<file path="config.mk">
export PLATFORM = sky130hd
export DESIGN_NAME = ricart_agrawala_mutex_node_core
export DESIGN_NICKNAME = d
export VERILOG_FILES = /design/src/rtl/rama_pkg.sv /design/src/rtl/ricart_agrawala_mutex_node_core.sv /design/src/rtl/rama_dfifo.sv
export VERILOG_INCLUDE_DIRS = /design/src /design/src/rtl
export SDC_FILE = /design/constraint.sdc
export NUM_CORES = 1
export LEC_CHECK = 0
export ABC_AREA = 0
export BUFFER_PORTS_ARGS = -buffer_cell sky130_fd_sc_hd__buf_2
export CAP_MARGIN = 20
export CORE_MARGIN = 4
export CORE_UTILIZATION = 25
export DETAILED_ROUTE_END_ITERATION = 10
export PLACE_DENSITY = 0.44
export SLEW_MARGIN = 40
export SYNTH_ARGS = -nofsm -noshare
export SYNTH_HDL_FRONTEND = slang
export SYNTH_SLANG_ARGS = --single-unit
</file>
<file path="constraint.sdc">
create_clock -name clk_i -period 12.15 [get_ports clk_i]
set_input_delay 1.8225 -clock clk_i [delete_from_list [all_inputs] [get_ports clk_i]]
set_output_delay 1.8225 -clock clk_i [all_outputs]
set_load 0.01 [all_outputs]
</file>
<file path="src/rtl/ricart_agrawala_mutex_node_core_macros.svh">
// assertion macros used by the node controller rtl
`ifndef RICART_AGRAWALA_MUTEX_NODE_CORE_MACROS_SVH
`define RICART_AGRAWALA_MUTEX_NODE_CORE_MACROS_SVH
`ifndef NO_ASSERTIONS
`define RAMA_ASSERT(name, prop) \
  name: assert property (@(posedge clk_i) disable iff (!rst_ni) prop) \
    else $error("rama check failed");
`define RAMA_ASSERT_ALWAYS(name, prop) \
  name: assert property (@(posedge clk_i) prop) \
    else $error("rama check failed");
`else
`define RAMA_ASSERT(name, prop)
`define RAMA_ASSERT_ALWAYS(name, prop)
`endif
`endif

</file>
<file path="src/rtl/rama_pkg.sv">
// shared types and constants of the mutual exclusion node controller
package rama_pkg;

  localparam int unsigned DEF_MAX_NODES = 16;
  localparam int unsigned CLK_W         = 32;
  localparam int unsigned ID_W          = 4;
  localparam int unsigned NCNT_W        = 5;
  localparam int unsigned CFG_IDX_W     = 2;
  localparam int unsigned CFG_DATA_W    = 5;

  localparam logic [CLK_W-1:0] CLK_MAX = '1;

  localparam logic [CFG_IDX_W-1:0] CFG_NODE_ID    = 2'd0;
  localparam logic [CFG_IDX_W-1:0] CFG_NODE_COUNT = 2'd1;

  typedef enum logic [2:0] {
    CMD_IN_REQ   = 3'd0,
    CMD_IN_REPLY = 3'd1,
    CMD_IN_END   = 3'd2,
    CMD_LOC_REQ  = 3'd3,
    CMD_LOC_REL  = 3'd4,
    CMD_LOC_FIN  = 3'd5
  } cmd_e;

  typedef enum logic [1:0] {
    MODE_IDLE   = 2'd0,
    MODE_ASKING = 2'd1,
    MODE_INCS   = 2'd2
  } mode_e;

  typedef enum logic [1:0] {
    KIND_REQ   = 2'd0,
    KIND_REPLY = 2'd1,
    KIND_END   = 2'd2
  } kind_e;

  typedef enum logic [1:0] {
    ST_IDLE  = 2'd0,
    ST_BCAST = 2'd1,
    ST_REL   = 2'd2
  } state_e;

  typedef struct packed {
    logic push;
    logic pop;
  } dfifo_ctl_t;

  typedef struct packed {
    logic empty;
    logic full;
    logic one_left;
  } dfifo_stat_t;

endpackage

</file>
<file path="src/rtl/ricart_agrawala_mutex_node_core.sv">
// ricart-agrawala node controller with a saturating lamport clock.
// a command is taken when start_i is high and busy_o is low. incoming messages,
// a refused local request, a release with nothing deferred and unknown commands
// give one result in the cycle after the command, busy_o stays low, so such
// commands run at one per cycle. a local request or finish broadcasts eff_n-1
// messages, eff_n being node_count held to 2..min(MAX_NODES,31), one result per
// cycle, busy_o high until the last one. a release gives one reply per deferred
// sender, one per cycle, paced by the read port of the deferred-sender memory.
// results are strobed by res_strobe_o for one cycle each and cannot be held off;
// last_o marks a command's final result. there is no clearing pass after reset.
`include "ricart_agrawala_mutex_node_core_macros.svh"
module ricart_agrawala_mutex_node_core import rama_pkg::*; #(
  parameter int unsigned MAX_NODES = DEF_MAX_NODES
) (
  input  logic                  clk_i,
  input  logic                  rst_ni,
  input  logic                  start_i,
  output logic                  busy_o,
  input  logic [2:0]            cmd_i,
  input  logic [CLK_W-1:0]      msg_time_i,
  input  logic [ID_W-1:0]       msg_sender_i,
  input  logic                  cfg_valid_i,
  output logic                  cfg_ready_o,
  input  logic [CFG_IDX_W-1:0]  cfg_index_i,
  input  logic [CFG_DATA_W-1:0] cfg_data_i,
  output logic                  res_strobe_o,
  output logic                  send_valid_o,
  output logic [1:0]            send_kind_o,
  output logic [CLK_W-1:0]      send_time_o,
  output logic [ID_W-1:0]       send_dest_o,
  output logic                  in_section_o,
  output logic [3:0]            ends_seen_o,
  output logic                  last_o
);

  localparam int unsigned NMAX_EFF = (MAX_NODES < 31) ? MAX_NODES : 31;
  localparam logic [NCNT_W-1:0] N_CAP = NCNT_W'(NMAX_EFF);

  logic [ID_W-1:0]   node_id_q;
  logic [NCNT_W-1:0] node_count_q;

  state_e            state_q, state_d;
  mode_e             mode_q, mode_d;
  logic [CLK_W-1:0]  clk_q, clk_d;
  logic [CLK_W-1:0]  stamp_q, stamp_d;
  logic [3:0]        replies_q, replies_d;
  logic [3:0]        ends_q, ends_d;
  kind_e             kind_q, kind_d;
  logic [NCNT_W-1:0] idx_q, idx_d;

  logic              strobe_q, strobe_d;
  logic              sv_q, sv_d;
  kind_e             skind_q, skind_d;
  logic [CLK_W-1:0]  stime_q, stime_d;
  logic [ID_W-1:0]   sdest_q, sdest_d;
  logic              last_q, last_d;

  dfifo_ctl_t        fifo_ctl;
  dfifo_stat_t       fifo_stat;
  logic [ID_W-1:0]   fifo_rdata;

  logic [NCNT_W-1:0] eff_n;
  logic [NCNT_W-1:0] bc_dest;
  logic [CLK_W-1:0]  msg_max, clk_base, clk_new;
  logic [CLK_W:0]    clk_sum;
  logic [1:0]        clk_step;
  logic              prio, reply_ok;
  logic [3:0]        replies_inc, ends_inc;

  rama_dfifo #(
    .DEPTH (MAX_NODES)
  ) u_dfifo (
    .clk_i   (clk_i),
    .rst_ni  (rst_ni),
    .ctl_i   (fifo_ctl),
    .wdata_i (msg_sender_i),
    .rdata_o (fifo_rdata),
    .stat_o  (fifo_stat)
  );

  // configuration registers
  assign cfg_ready_o = 1'b1;

  always_ff @(posedge clk_i or negedge rst_ni) begin
    if (!rst_ni) begin
      node_id_q    <= '0;
      node_count_q <= NCNT_W'(2);
    end else if (cfg_valid_i) begin
      case (cfg_index_i)
        CFG_NODE_ID:    node_id_q    <= cfg_data_i[ID_W-1:0];
        CFG_NODE_COUNT: node_count_q <= cfg_data_i;
        default: ;
      endcase
    end
  end

  assign eff_n = (node_count_q < NCNT_W'(2)) ? NCNT_W'(2) :
                 (node_count_q > N_CAP)      ? N_CAP : node_count_q;

  // skip own id; an id beyond the node count leaves dests 0..n-2
  assign bc_dest = (idx_q < {1'b0, node_id_q}) ? idx_q : idx_q + NCNT_W'(1);

  assign prio     = (msg_time_i < stamp_q) ||
                    ((msg_time_i == stamp_q) && (msg_sender_i < node_id_q));
  assign reply_ok = (mode_q == MODE_IDLE) || ((mode_q == MODE_ASKING) && prio);

  assign replies_inc = (replies_q == 4'hF) ? replies_q : replies_q + 4'd1;
  assign ends_inc    = (ends_q == 4'hF) ? ends_q : ends_q + 4'd1;

  // merge then up to two saturating ticks as one add
  always_comb begin
    msg_max  = (msg_time_i > clk_q) ? msg_time_i : clk_q;
    clk_base = clk_q;
    clk_step = 2'd0;
    case (cmd_e'(cmd_i))
      CMD_IN_REQ: begin
        clk_base = msg_max;
        clk_step = reply_ok ? 2'd2 : 2'd1;
      end
      CMD_IN_REPLY, CMD_IN_END: begin
        clk_base = msg_max;
        clk_step = 2'd1;
      end
      CMD_LOC_REQ: clk_step = (mode_q == MODE_IDLE) ? 2'd1 : 2'd0;
      CMD_LOC_REL: clk_step = (mode_q == MODE_INCS) ? 2'd1 : 2'd0;
      CMD_LOC_FIN: clk_step = 2'd1;
      default: ;
    endcase
  end

  assign clk_sum = {1'b0, clk_base} + (CLK_W + 1)'(clk_step);
  assign clk_new = clk_sum[CLK_W] ? CLK_MAX : clk_sum[CLK_W-1:0];

  always_comb begin
    state_d   = state_q;
    mode_d    = mode_q;
    clk_d     = clk_q;
    stamp_d   = stamp_q;
    replies_d = replies_q;
    ends_d    = ends_q;
    kind_d    = kind_q;
    idx_d     = idx_q;
    strobe_d  = 1'b0;
    sv_d      = sv_q;
    skind_d   = skind_q;
    stime_d   = stime_q;
    sdest_d   = sdest_q;
    last_d    = last_q;
    fifo_ctl  = '0;
    case (state_q)
      ST_IDLE: begin
        if (start_i) begin
          clk_d    = clk_new;
          strobe_d = 1'b1;
          sv_d     = 1'b0;
          skind_d  = KIND_REQ;
          stime_d  = '0;
          sdest_d  = '0;
          last_d   = 1'b1;
          case (cmd_e'(cmd_i))
            CMD_IN_REQ: begin
              if (reply_ok) begin
                sv_d    = 1'b1;
                skind_d = KIND_REPLY;
                stime_d = clk_new;
                sdest_d = msg_sender_i;
              end else begin
                fifo_ctl.push = !fifo_stat.full;
              end
            end
            CMD_IN_REPLY: begin
              replies_d = replies_inc;
              if ((mode_q == MODE_ASKING) && ({1'b0, replies_inc} == eff_n - NCNT_W'(1))) begin
                mode_d = MODE_INCS;
              end
            end
            CMD_IN_END: ends_d = ends_inc;
            CMD_LOC_REQ: begin
              if (mode_q == MODE_IDLE) begin
                stamp_d   = clk_new;
                mode_d    = MODE_ASKING;
                replies_d = '0;
                kind_d    = KIND_REQ;
                idx_d     = '0;
                state_d   = ST_BCAST;
                strobe_d  = 1'b0;
              end
            end
            CMD_LOC_REL: begin
              if (mode_q == MODE_INCS) begin
                mode_d = MODE_IDLE;
                if (!fifo_stat.empty) begin
                  state_d  = ST_REL;
                  strobe_d = 1'b0;
                end
              end
            end
            CMD_LOC_FIN: begin
              kind_d   = KIND_END;
              idx_d    = '0;
              state_d  = ST_BCAST;
              strobe_d = 1'b0;
            end
            default: ;
          endcase
        end
      end
      ST_BCAST: begin
        strobe_d = 1'b1;
        sv_d     = 1'b1;
        skind_d  = kind_q;
        stime_d  = clk_q;
        sdest_d  = bc_dest[ID_W-1:0];
        last_d   = (idx_q == eff_n - NCNT_W'(2));
        idx_d    = idx_q + NCNT_W'(1);
        if (idx_q == eff_n - NCNT_W'(2)) begin
          state_d = ST_IDLE;
        end
      end
      ST_REL: begin
        strobe_d     = 1'b1;
        sv_d         = 1'b1;
        skind_d      = KIND_REPLY;
        stime_d      = clk_q;
        sdest_d      = fifo_rdata;
        last_d       = fifo_stat.one_left;
        fifo_ctl.pop = 1'b1;
        if (fifo_stat.one_left) begin
          state_d = ST_IDLE;
        end
      end
      default: state_d = ST_IDLE;
    endcase
  end

  always_ff @(posedge clk_i or negedge rst_ni) begin
    if (!rst_ni) begin
      state_q   <= ST_IDLE;
      mode_q    <= MODE_IDLE;
      clk_q     <= '0;
      stamp_q   <= '0;
      replies_q <= '0;
      ends_q    <= '0;
      kind_q    <= KIND_REQ;
      idx_q     <= '0;
      strobe_q  <= 1'b0;
    end else begin
      state_q   <= state_d;
      mode_q    <= mode_d;
      clk_q     <= clk_d;
      stamp_q   <= stamp_d;
      replies_q <= replies_d;
      ends_q    <= ends_d;
      kind_q    <= kind_d;
      idx_q     <= idx_d;
      strobe_q  <= strobe_d;
    end
  end

  always_ff @(posedge clk_i) begin
    sv_q    <= sv_d;
    skind_q <= skind_d;
    stime_q <= stime_d;
    sdest_q <= sdest_d;
    last_q  <= last_d;
  end

  assign busy_o       = (state_q != ST_IDLE);
  assign res_strobe_o = strobe_q;
  assign send_valid_o = sv_q;
  assign send_kind_o  = skind_q;
  assign send_time_o  = stime_q;
  assign send_dest_o  = sdest_q;
  assign in_section_o = (mode_q == MODE_INCS);
  assign ends_seen_o  = ends_q;
  assign last_o       = last_q;

  `RAMA_ASSERT(a_rise_no_strobe, $rose(busy_o) |-> !res_strobe_o)
  `RAMA_ASSERT(a_bcast_strobes, (state_q == ST_BCAST) |=> res_strobe_o)
  `RAMA_ASSERT(a_last_frees, (res_strobe_o && last_o) |-> !busy_o)
  `RAMA_ASSERT(a_rel_nonempty, (state_q == ST_REL) |-> !fifo_stat.empty)
  `RAMA_ASSERT_ALWAYS(a_push_pop_apart, !(fifo_ctl.push && fifo_ctl.pop))

endmodule

</file>
<file path="src/rtl/rama_dfifo.sv">
// deferred-sender fifo held in a synchronous memory with head, tail and fill
module rama_dfifo import rama_pkg::*; #(
  parameter int unsigned DEPTH = DEF_MAX_NODES
) (
  input  logic              clk_i,
  input  logic              rst_ni,
  input  dfifo_ctl_t        ctl_i,
  input  logic [ID_W-1:0]   wdata_i,
  output logic [ID_W-1:0]   rdata_o,
  output dfifo_stat_t       stat_o
);

  localparam int unsigned AW = $clog2(DEPTH);
  localparam logic [AW-1:0] LAST_IDX  = AW'(DEPTH - 1);
  localparam logic [AW-1:0] FULL_FILL = AW'(DEPTH - 1);

  logic [ID_W-1:0] mem_q [DEPTH];
  logic [ID_W-1:0] rd_q;
  logic [AW-1:0]   head_q, head_d;
  logic [AW-1:0]   tail_q, tail_d;
  logic [AW-1:0]   fill_q, fill_d;

  always_comb begin
    head_d = head_q;
    tail_d = tail_q;
    fill_d = fill_q;
    if (ctl_i.pop) begin
      head_d = (head_q == LAST_IDX) ? '0 : head_q + AW'(1);
      fill_d = fill_q - AW'(1);
    end
    if (ctl_i.push) begin
      tail_d = (tail_q == LAST_IDX) ? '0 : tail_q + AW'(1);
      fill_d = fill_q + AW'(1);
    end
  end

  always_ff @(posedge clk_i or negedge rst_ni) begin
    if (!rst_ni) begin
      head_q <= '0;
      tail_q <= '0;
      fill_q <= '0;
    end else begin
      head_q <= head_d;
      tail_q <= tail_d;
      fill_q <= fill_d;
    end
  end

  // read follows the next head, so the entry is ready the cycle it is popped;
  // pushes and pops belong to different items and never overlap
  always_ff @(posedge clk_i) begin
    if (ctl_i.push) begin
      mem_q[tail_q] <= wdata_i;
    end
    rd_q <= mem_q[head_d];
  end

  assign rdata_o         = rd_q;
  assign stat_o.empty    = (fill_q == '0);
  assign stat_o.full     = (fill_q == FULL_FILL);
  assign stat_o.one_left = (fill_q == AW'(1));

endmodule

</file>
# ---- Word-level counts from Yosys, hierarchy flattened
# Memory sizes are Yosys's and may differ from the RTL's. A register that Yosys moved wholly into a read port is not among the register bits.
# Cells that the tools add are included.
dict set report op_classes {
  n_addsub 10
  magnitude_cmp 6
  n_eq_ne 30
  mux 66
  bitwise 1
  reduce_logical 34
}
# operator n
set ops {}
lappend ops {{$mux W32} 6}
lappend ops {{$pmux W32 S2} 1}
lappend ops {{$mux W4} 11}
lappend ops {{$add A32 B2 Y33} 1}
lappend ops {{$eq A32 B32 Y1} 1}
lappend ops {{$gt A32 B32 Y1} 1}
lappend ops {{$lt A32 B32 Y1} 1}
lappend ops {{$pmux W2 S3} 4}
lappend ops {{$mux W2} 11}
lappend ops {{$add A4 B1 Y4 const B} 5}
lappend ops {{$eq A4 B4 Y1 const B} 5}
lappend ops {{$mux W5} 4}
lappend ops {{$pmux W5 S2} 2}
lappend ops {{$reduce_and A4 Y1} 5}
lappend ops {{$mux W1} 19}
lappend ops {{$ne A2 B2 Y1 const B} 6}
lappend ops {{$pmux W4 S3} 1}
lappend ops {{$reduce_bool A2 Y1} 6}
lappend ops {{$reduce_and A2 Y1} 5}
lappend ops {{$ne A3 B3 Y1 const B} 3}
lappend ops {{$pmux W2 S4} 1}
lappend ops {{$pmux W4 S2} 1}
lappend ops {{$reduce_and A7 Y1} 1}
lappend ops {{$eq A2 B1 Y1 const B} 3}
lappend ops {{31 further kinds} 43}
dict set report word_totals {
  regBits 145
  ramBits 64
  input_bits 50
  mem_count 1
}
# memory words word_bits read_ports rd_clocked_by_memory_dff write_ports line
set mem_list {}
lappend mem_list {u_dfifo.mem_q 16 4 1 1 1 rama_dfifo.sv:17} ;# logic [ID_W-1:0] mem_q [DEPTH];

# ---- Depth between registers and ports, before layout
dict set report depth {
  ltp_word 13
  mapped_depth 23
  ltp_nobuf 21
}

# ---- Hierarchy
# From an unflattened synthesis, not the netlist that was laid out.
dict set report unflattened {
  hier_cells 1279
  hier_area_um2 12878.6
}
# mod n_inst cells_per_inst area_per_inst_um2 seq_area_each_um2
set by_module_without_submodules {}
lappend by_module_without_submodules {ricart_agrawala_mutex_node_core 1 992 9038.7 3504.6}
lappend by_module_without_submodules {rama_dfifo 1 287 3839.9 2302.2}

# ---- Least setup slack after synthesis
# Ideal clock, no wire load.
dict set report synth_timing {
  path_kind {input to register}
  start {input port msg_time_i[30]}
  end {register stime_q[24], in the netlist send_time_o[24], data pin}
  t_arrival_ns 5.917
  t_required_ns 11.882
  setup_slack_ns 5.966
  stages 21
  path_cell_list {ha_1 nand4_2 nor4_2 a221oi_1 a21boi_0 a31oi_4 buf_6 buf_4 nand2_1 o21ai_0 ha_1 inv_1 fa_1 nand2b_1 or3_1 buf_2 nor2_2 nand2_1 or3_1 a31oi_1 o31ai_1}
}
dict set report synth_via {
  elab_chain_len 13
  word_cells_on_any_way 17
  classes_between {1 x add/sub; 2 x order compare; 1 x eq/ne; 9 x mux; 4 x reduce/logical}
}
# element line
set synth_lines {}
lappend synth_lines {{start: declaration} ricart_agrawala_mutex_node_core.sv:20} ;# input logic [CLK_W-1:0] msg_time_i,
lappend synth_lines {{parallel branches: the longest is 9 deep, another holds $add A32 B2 Y33} -}
lappend synth_lines {{$mux W32 (*)} ricart_agrawala_mutex_node_core.sv:162} ;# if (reply_ok) begin
lappend synth_lines {{$mux W32 (*)} ricart_agrawala_mutex_node_core.sv:160} ;# case (cmd_e'(cmd_i))
lappend synth_lines {{$mux W32 (*)} ricart_agrawala_mutex_node_core.sv:152} ;# if (start_i) begin
lappend synth_lines {{$pmux W32 S2 (*)} ricart_agrawala_mutex_node_core.sv:150} ;# case (state_q)
lappend synth_lines {{net stime_d[24]} ricart_agrawala_mutex_node_core.sv:54} ;# logic [CLK_W-1:0] stime_q, stime_d;
lappend synth_lines {{end signal: assignment} ricart_agrawala_mutex_node_core.sv:263} ;# stime_q <= stime_d;
lappend synth_lines {{end: declaration} ricart_agrawala_mutex_node_core.sv:54}
# Mark *: on every way through the listed nets, which the timed path passes. The select of a mux whose other input is x is not followed.
# A chain may end at the register's enable or synchronous reset.

# ---- Worst setup path after layout
dict set report layout_timing {
  start {input port msg_time_i[15]}
  end {register stime_q[4], in the netlist send_time_o[4], data pin}
}
# The elaborated chain is that of the path after synthesis.

==> results.toml <==
[drt]
routed_wl_um = 39100
ant_nets = 0
firstDrtPassIters = 5
num_vias = 9949
vias_per_cell = 4.80
drc = 0
drtIter0Drc = 581
wire_per_inst_um = 18.8

[timing]
slew_headroom = 0.463
slew_viol_final = 0
worst_slew_pin_slew_ps = 799
final.period_utilization = 0.576
fmax_mhz = 143
fin_worst_skew_ps = 48.3
period_minus_slack_ps = 7000
setup_viol = 0
rsz0062_at_grt = "false"
finalSetupTns_ps = 0
hold_viol = 0

[setup_path]
r2r_slack_ps = 6080
crit_arrival_ps = 7400
crit_fanout = 24
crit_path_start = "msg_time_i[15]"
endpoint_kind = "register"
reg2reg_to = "send_time_o[4]"
setup.worst_path.end = "send_time_o[4]"
crit_type = "in2reg"
cp.required_ps = 12550
r2r_start = "clk_q[15]"
rr_worst_depth = 20
startpoint_type = "primary input"

[synthesis]
seq_area_frac_synth = 0.460
synth_top_area_share = 0.247
ys.flop_type = "edfxtp_1"
yosysWarnings = 0
synth_edf_count = 104
yosysTopAreaCell = "edfxtp_1"
yosys-top-cells-area = "edfxtp_1 25%, dfrtp_1 20%, ha_1 8.9%"
synth_cells = 1299
yosys-top-cells-count = "197 x nand2_1, 104 x edfxtp_1, 103 x dfrtp_1"
synth.most_common_cell = "nand2_1"
synth_area_um2 = 12600
synthesis.nets = 1440
synth_cell_types = 75
synth_async_sr_flop_share = 0.491
synth_seq_cells = 212
synth_area_per_cell_um2 = 9.72

[placement]
io_buffers = 96
place_congestion = 0.805
placed_cells = 2023
dp_hpwl_um = 27800

[cts]
clockBufferDepth = 3
cts_tree = "done"
htree_levels = 1
clk_pin_slew_ps = 60
postCtsSetupBuffers = 0
cts_resized = 0
insertion_delay_ps = 580
cts-hold-fix-buffers = 0
cts_sinks = 212
cts_buffers = 28
clock_tree.root_cell = "clkbuf_16"

[layout]
num-fill-cells = 5359
antenna_cells = 0
area.growth.synth_to_final_pct = 16.7
seqCellArea_um2 = 5810
multiInputGateArea_um2 = 6240
stdcell_count = 2074
drive_gt1_frac = 0.137
nets = 1522

[floorplanning]
core_um2 = 50100
fp.dieArea_um2 = 54100
die_h_um = 233
io_pins = 98
die_w_um = 233
rows = 82
initial_core_util = 0.252

[grt]
grt_use_met1 = 0.189
gr-total-overflow = 0
grt-busiest-layer = "met2"
use_met2 = 0.250
met3_usage = 0.0191
first_global_vias = 10100
grt_start_max_net_pins = 63
antenna_found_initial = 0
grt_pass1_wl_um = 60700
track_usage = 0.143

[outcome]
outcome = "finished, final reports clean"

[power_and_ir_drop]
ir_worst_vdd_mv = 0.110
power_density_nw_per_um2 = 226
cellLeakagePower_uw = 0.00610

[run]
cap_violations = 0

[min_path]
worst_hold_path_type = "reg2reg"
## worst max-delay path, stage by stage
cell and delay [ps]:
buf_2 160, ha_1 330, and4_1 260, nand3_1 210, a221oi_1 510, o41ai_1 170, a31oi_1 420, nor4b_4 140
inv_2 240, and3_1 210, ha_1 170, inv_1 60, fa_1 470, nand2b_1 240, or3_1 560, nor3_4 310
nand2_1 140, mux2i_4 190, buf_4 410, nor2_1 150, o22ai_1 170
## layout by cell type, fill, tap and decap left out, types with 6 or more instances in the layout
master     Yosys  final
nor4_1         8      6
a22oi_1        6      6
o21ai_0       65     64
nand4_1       30     30
ha_1          90     90
o21ai_1       30     30
and3_1        45     45
edfxtp_1     104    104
and2_1         6      6
buf_2          2     95
nand2_1      197    195
and4_1         9      9
clkinv_1       1      6
a21o_1         9      9
xnor2_1       52     52
a31oi_1       16     16
mux2_2        15     15
nor2b_1       11     11
a311oi_1       9      9
nand3_1       46     46
buf_4          5     10
nor3_1        19     19
mux2i_1       35     34
nor2_1        51     51
xor2_1        20     20
dfrtp_1      103    103
clkbuf_16      0     28
clkbuf_1      43     10
a211oi_1      11     11
nand2b_1      10     10
o22ai_1       31     31
a21oi_1       44     43
inv_1         93     92
nor2_2        11     11
## worst min-delay path by stage
stage | from | depth (start not counted) | endpoint | slack (ps)
after floorplan | stamp_q[12] | 2 | stamp_q[12] | 450
after global placement | stamp_q[12] | 2 | stamp_q[12] | 460
after detailed placement | stamp_q[12] | 2 | stamp_q[12] | 470
after CTS | stamp_q[12] | 2 | stamp_q[12] | 480
after global routing | stamp_q[3] | 2 | stamp_q[3] | 500
final | stamp_q[3] | 2 | stamp_q[3] | 480
## registers in the layout (all words and copies together), names as in the netlist
register and count:
u_dfifo.rdata_o 4, node_count_q 5, u_dfifo.tail_q 4, u_dfifo.mem_q 64, u_dfifo.head_q 4, send_kind_o 2, replies_q 4, ends_seen_o 4
stamp_q 32, clk_q 32, u_dfifo.fill_q 4, mode_q 2, last_o 1, kind_q 1, send_time_o 32, idx_q 5
send_valid_o 1, res_strobe_o 1, node_id_q 4, state_q 2, send_dest_o 4
## where the power goes
group | total (uW) | internal (uW) | switching, uW
clock | 830 | 500 | 330
combinational | 1350 | 493 | 857
sequential | 1160 | 991 | 165
total | 3340 | 1980 | 1350
## cells by family after synthesis
logic type               Yosys count  share of synthesized area
adder cells (fa/ha/maj)           91                     0.0908
other                              1                   0.000297
AND/OR/NAND/NOR                  467                      0.183
buffers and inverters            151                     0.0490
AO/OA/AOI/OAI                    254                      0.124
flip-flops                       212                      0.460
XOR/XNOR                          72                     0.0500
multiplexers                      51                     0.0429
## per-stage QoR
stage | power (uW) | area [um2] | utilization | hold slack, ps | setup slack, ps
2_1_floorplan | 2050 | 12600 | - | 450 | 5970
3_3_place_gp | 2530 | 13800 | 0.275 | 464 | 4520
3_5_place_dp | 2540 | 13800 | 0.276 | 470 | 4570
4_1_cts | 3390 | 14700 | 0.294 | 483 | 5140
5_1_grt | 3600 | 14700 | 0.294 | 496 | 4780
6_report | 3340 | 14700 | 0.294 | 479 | 5150
## metal layers
layer  wire, um  share of wire
met1      17900           0.46
met2      19100           0.49
met3       1200          0.031
met4        829          0.021
met5          0              0
## cell type report
cell class              count  area share
clock inverters            11     0.00960
flip-flops and latches    212       0.394
inverters                  96      0.0245
well taps                 672      0.0571
clock buffers              40      0.0520
repair buffers            107      0.0389
multi-input cells         936       0.424
Note: power is estimated with default switching activity, not from simulation.
